==> src/rtl/dew_pkg.sv <==
// Package for the disk erosion window: sizes, configuration, command and
// status types shared by the controller, the datapath and the top level.
// Depends on nothing.
`default_nettype none
package dew_pkg;

    localparam int MAX_RADIUS = 7;
    localparam int MAX_WIDTH  = 1024;
    localparam int MAX_HEIGHT = 1024;
    // Ring of rows in the line store; a power of two so the row index is a bit slice.
    localparam int LINE_ROWS  = 2 * MAX_RADIUS + 2;

    localparam int COL_BITS   = $clog2(MAX_WIDTH);
    localparam int ROW_BITS   = $clog2(MAX_HEIGHT);
    localparam int RING_BITS  = $clog2(LINE_ROWS);
    localparam int ADDR_BITS  = RING_BITS + COL_BITS;
    localparam int DEPTH      = LINE_ROWS * MAX_WIDTH;

    // Register indexes of the configuration port.
    localparam logic [1:0] REG_RADIUS    = 2'd0;
    localparam logic [1:0] REG_ZERO_FILL = 2'd1;
    localparam logic [1:0] REG_WIDTH     = 2'd2;
    localparam logic [1:0] REG_HEIGHT    = 2'd3;

    typedef struct packed {
        logic [2:0]  radius;
        logic        zero_fill;
        logic [10:0] width;   // effective, 1..MAX_WIDTH
        logic [10:0] height;  // effective, 1..MAX_HEIGHT
    } t_cfg;

    typedef struct packed {
        logic store;      // take the accepted word into the line store
        logic scan_init;  // start a window scan
        logic scan_step;  // issue one window read
        logic emit;       // load the output register
    } t_cmd;

    typedef struct packed {
        logic win_ready;  // every input the next output needs is stored
        logic scan_last;  // the scan position is the last of the window
        logic out_free;   // the output register can take a word
    } t_stat;

endpackage
`default_nettype wire

==> src/rtl/dew_ctrl.sv <==
// Controller of the disk erosion window: sequences accept, check, window
// scan and output. Depends on dew_pkg.
`default_nettype none
module dew_ctrl (
    input  wire logic          i_clk,
    input  wire logic          i_rst_n,
    input  wire logic          i_in_valid,
    output logic               o_in_ready,
    input  wire dew_pkg::t_stat i_stat,
    output dew_pkg::t_cmd      o_cmd
);

    localparam logic [2:0] S_IDLE  = 3'd0;
    localparam logic [2:0] S_CHECK = 3'd1;
    localparam logic [2:0] S_SCAN  = 3'd2;
    localparam logic [2:0] S_DRAIN = 3'd3;
    localparam logic [2:0] S_OUT   = 3'd4;

    logic [2:0] r_state, n_state;

    always_ff @(posedge i_clk) begin
        if (!i_rst_n) begin
            r_state <= S_IDLE;
        end else begin
            r_state <= n_state;
        end
    end

    always_comb begin
        n_state    = r_state;
        o_cmd      = '0;
        o_in_ready = 1'b0;
        case (r_state)
            S_IDLE: begin
                o_in_ready = 1'b1;
                if (i_in_valid) begin
                    o_cmd.store = 1'b1;
                    n_state     = S_CHECK;
                end
            end
            S_CHECK: begin
                if (i_stat.win_ready) begin
                    o_cmd.scan_init = 1'b1;
                    n_state         = S_SCAN;
                end else begin
                    n_state = S_IDLE;
                end
            end
            S_SCAN: begin
                o_cmd.scan_step = 1'b1;
                if (i_stat.scan_last) begin
                    n_state = S_DRAIN;
                end
            end
            S_DRAIN: begin
                n_state = S_OUT;
            end
            S_OUT: begin
                if (i_stat.out_free) begin
                    o_cmd.emit = 1'b1;
                    n_state    = S_IDLE;
                end
            end
            default: begin
                n_state = S_IDLE;
            end
        endcase
    end

endmodule
`default_nettype wire

==> config.mk <==
export PLATFORM = sky130hd
export DESIGN_NAME = dew_ctrl
export DESIGN_NICKNAME = d
export VERILOG_FILES = /design/src/rtl/dew_pkg.sv /design/src/rtl/dew_ctrl.sv
export SDC_FILE = /design/constraint.sdc
export NUM_CORES = 1
export LEC_CHECK = 0
export ABC_CLOCK_PERIOD_IN_PS = 1400
export BUFFER_PORTS_ARGS = -buffer_cell sky130_fd_sc_hd__clkbuf_2
export CAP_MARGIN = 20
export CORE_AREA = 2 2 39 41
export CTS_CLUSTER_DIAMETER = 120
export DETAILED_ROUTE_END_ITERATION = 8
export DIE_AREA = 0 0 41 43
export PLACE_DENSITY = 0.41
export SLEW_MARGIN = 20
export SYNTH_ARGS = -nofsm -noshare
export SYNTH_HDL_FRONTEND = slang
export SYNTH_SLANG_ARGS = --single-unit
==> constraint.sdc <==
create_clock -name i_clk -period 1.4 [get_ports i_clk]
set_input_delay 0.14 -clock i_clk [delete_from_list [all_inputs] [get_ports i_clk]]
set_output_delay 0.14 -clock i_clk [all_outputs]
set_load 0.005 [all_outputs]
==> impl_metrics.toml <==
[sta]
finalCriticalPeriod_ns = 1.24
final-hold-violation-count = 0
rsz0062_at_grt = "false"
layout_setup_ws_ns = 0.155
finalSetupViolations = 0
fin_skew_ns = 0.00187
max_freq_mhz = 803
setup-tns-final_ns = 0
finalCritPeriodShare_pct = 88.9
worstMarginPinSlew_ns = 0.257
maxSlewViolCount = 0
relSlewSlack_pct = 82.8

[global_route]
antenna_found_initial = 0
grt_pass1_wl_um = 772
grt_max_degree = 10
overflow = 0
grt_pass1_vias = 207
grt_usage_pct = 6.91

[finish]
register_area_um2 = 61.3
drive_gt1_share_pct = 50.0
synthToLayoutAreaGrowth_pct = 46.8
largest_reg_flops = 3
reg_top3 = "r_state (3)"
nets = 45
layout_commonest_cell = "clkbuf_2"
top_register = "r_state"
fill_cells = 164
diodes = 0
mostFrequentLayoutCells = "10 x clkbuf_2, 3 x nand2_1, 3 x mux2i_1, 3 x clkbuf_4"
multi_input_area_um2 = 149

[place]
hpwl_um = 374
place_congestion = 0.626
preCtsSetupSlack_ns = 0.296
io_buffers = 10

[detailed_routing]
drc = 0
routed_wl_um = 449
drt.antenna.violating_nets = 0
wl_per_cell_um = 8.31
vias_per_cell = 3.76
drt_iter0_markers = 6
drt_first_pass_iters = 3
via_count = 203

[logic_synthesis]
netlist_instances = 24
synth_top_family_by_area = "simple AND/OR/NAND/NOR gates"
syn_area_um2 = 214
ys_seq_elements = 3
synthMuxAreaShare_pct = 21.1
synth.net_count = 30
synth-compound-area-share_pct = 7.60
synthAdderAreaFrac_pct = 0
avgSynthCellArea_um2 = 8.91
synth_seq_area_share_pct = 28.1
synthSimpleGateAreaFrac_pct = 40.9
synth_top_area_share_pct = 28.1
synth_cell_types = 15
ys_top_cells_by_area = "dfxtp_1 28%, mux2i_1 14%, o32ai_2 7.6%"
synthXorXnorAreaFrac_pct = 0
yosysWarnings = 0
synth_largest_area_cell = "dfxtp_1"

[cts]
cts-buffers-inserted = 3
clock_sinks = 3
cts_hold_buf = 0
cts_setup_buffers = 0
htree_levels = 1
cts_tree = "built"
cts-root-buf = "clkbuf_4"
cts.clk_slew.worst_paths_ns = 0.03
worst_skew_pair.late_latency_ns = 0.23
clockBufferDepth = 2

[worst_setup_path]
path_max_fanout = 6
setup.worst_path.class = "reg2out"
worst-path-buf-inv = 2
crit_chain = "buf_4, nor3_1, and2_1, clkbuf_2"
cp-start-kind = "flop"
required_ns = 1.26
crit_family = "flip-flops"
worst_ep_arrival_time_ns = 1.10
cpPeakStageDelay_ns = 0.31
cp_slowest_cell = "dfxtp_1"
crit_path_end_kind = "output port"
r2r_slack_ns = 0.33

[die]
die_y_um = 43
core_area_mm2 = 0.00138
die_x_um = 41
die-area_mm2 = 0.00176
num_rows = 14
ios = 11
start_util_pct = 15.5

[hold_path]
holdCritPathClass = "in2reg"

[status]
status = "completed"

[pwr]
pwr_density_cell_mw_per_mm2 = 1080
p_leak_nw = 0.146
ir_drop_uv = 221

[job]
maxCapViolCount = 0
-- cell families after synthesis --
kind of cell / after synthesis
compound gates: 1
buf+inv: 1
flops: 3
mux: 4
simple gates: 15
-- layout make-up --
type                    instances  share of cell area, %
flip-flops and latches          3                   19.5
repair buffers                 11                   18.3
multi-input cells              20                   47.4
well taps                      16                   6.37
clock buffers                   4                   8.37
-- final timing paths --
check	start	to	cells after the start
min reg2reg	r_state[2]$_SDFFE_PN0P_	r_state[1]$_SDFFE_PN0P_	2
max reg2reg	r_state[2]$_SDFFE_PN0P_	r_state[2]$_SDFFE_PN0P_	3
max	r_state[2]$_SDFFE_PN0P_	o_cmd[3]	4
min	i_rst_n	r_state[0]$_SDFFE_PN0P_	3
-- cells in the mapped netlist --
cell / n
dfxtp_1: 3
mux2i_1: 3
nand2_1: 3
and2_1: 2
nor2_1: 2
nor3_1: 2
and2b_1: 1
and3_1: 1
and3b_2: 1
buf_2: 1
mux2_4: 1
nand2b_2: 1
nor2b_1: 1
nor3b_1: 1
o32ai_2: 1
-- tightest hold or removal path, stage by stage --
cell      delay, ns
clkbuf_2       0.09
nand2_1        0.05
nor2_1         0.03
-- timing repair --
| item | in CTS | in global routing |
|---|---|---|
| setup endpoints to repair | 0 | 1 |
| gates resized for setup | 0 | 1 |
| hold endpoints to repair | 0 | 0 |
-- through the flow --
stage	util (%)	hold slack [ns]	instances	cell area, um^2	total power (W)
after detailed placement	20.7	0.366	50	287	0.000195
after CTS	22.6	0.128	54	313	0.000345
after floorplan	-	0.254	24	214	0.000161
after global routing	22.7	0.165	54	314	0.000367
after global placement	20.7	0.379	50	287	0.000196
final	22.7	0.134	54	314	0.000338
-- routing by layer --
layer  up-vias  wire length [um]  global-route usage, %
met3         0                 5                   3.14
met2         3               280                   9.38
met1        90               163                   7.67
met4         0                 0                   6.00
met5         -                 0                      0
li1        110                 -                      -
-- where the power goes --
part           internal [W]  switching [W]  total (W)  leakage (nW)
clock              0.000106      0.0000392   0.000146        0.0150
sequential        0.0000945      0.0000139   0.000108        0.0251
combinational     0.0000506      0.0000331  0.0000837         0.106
total              0.000252      0.0000862   0.000338         0.146
(Power assumes the default switching activity.)
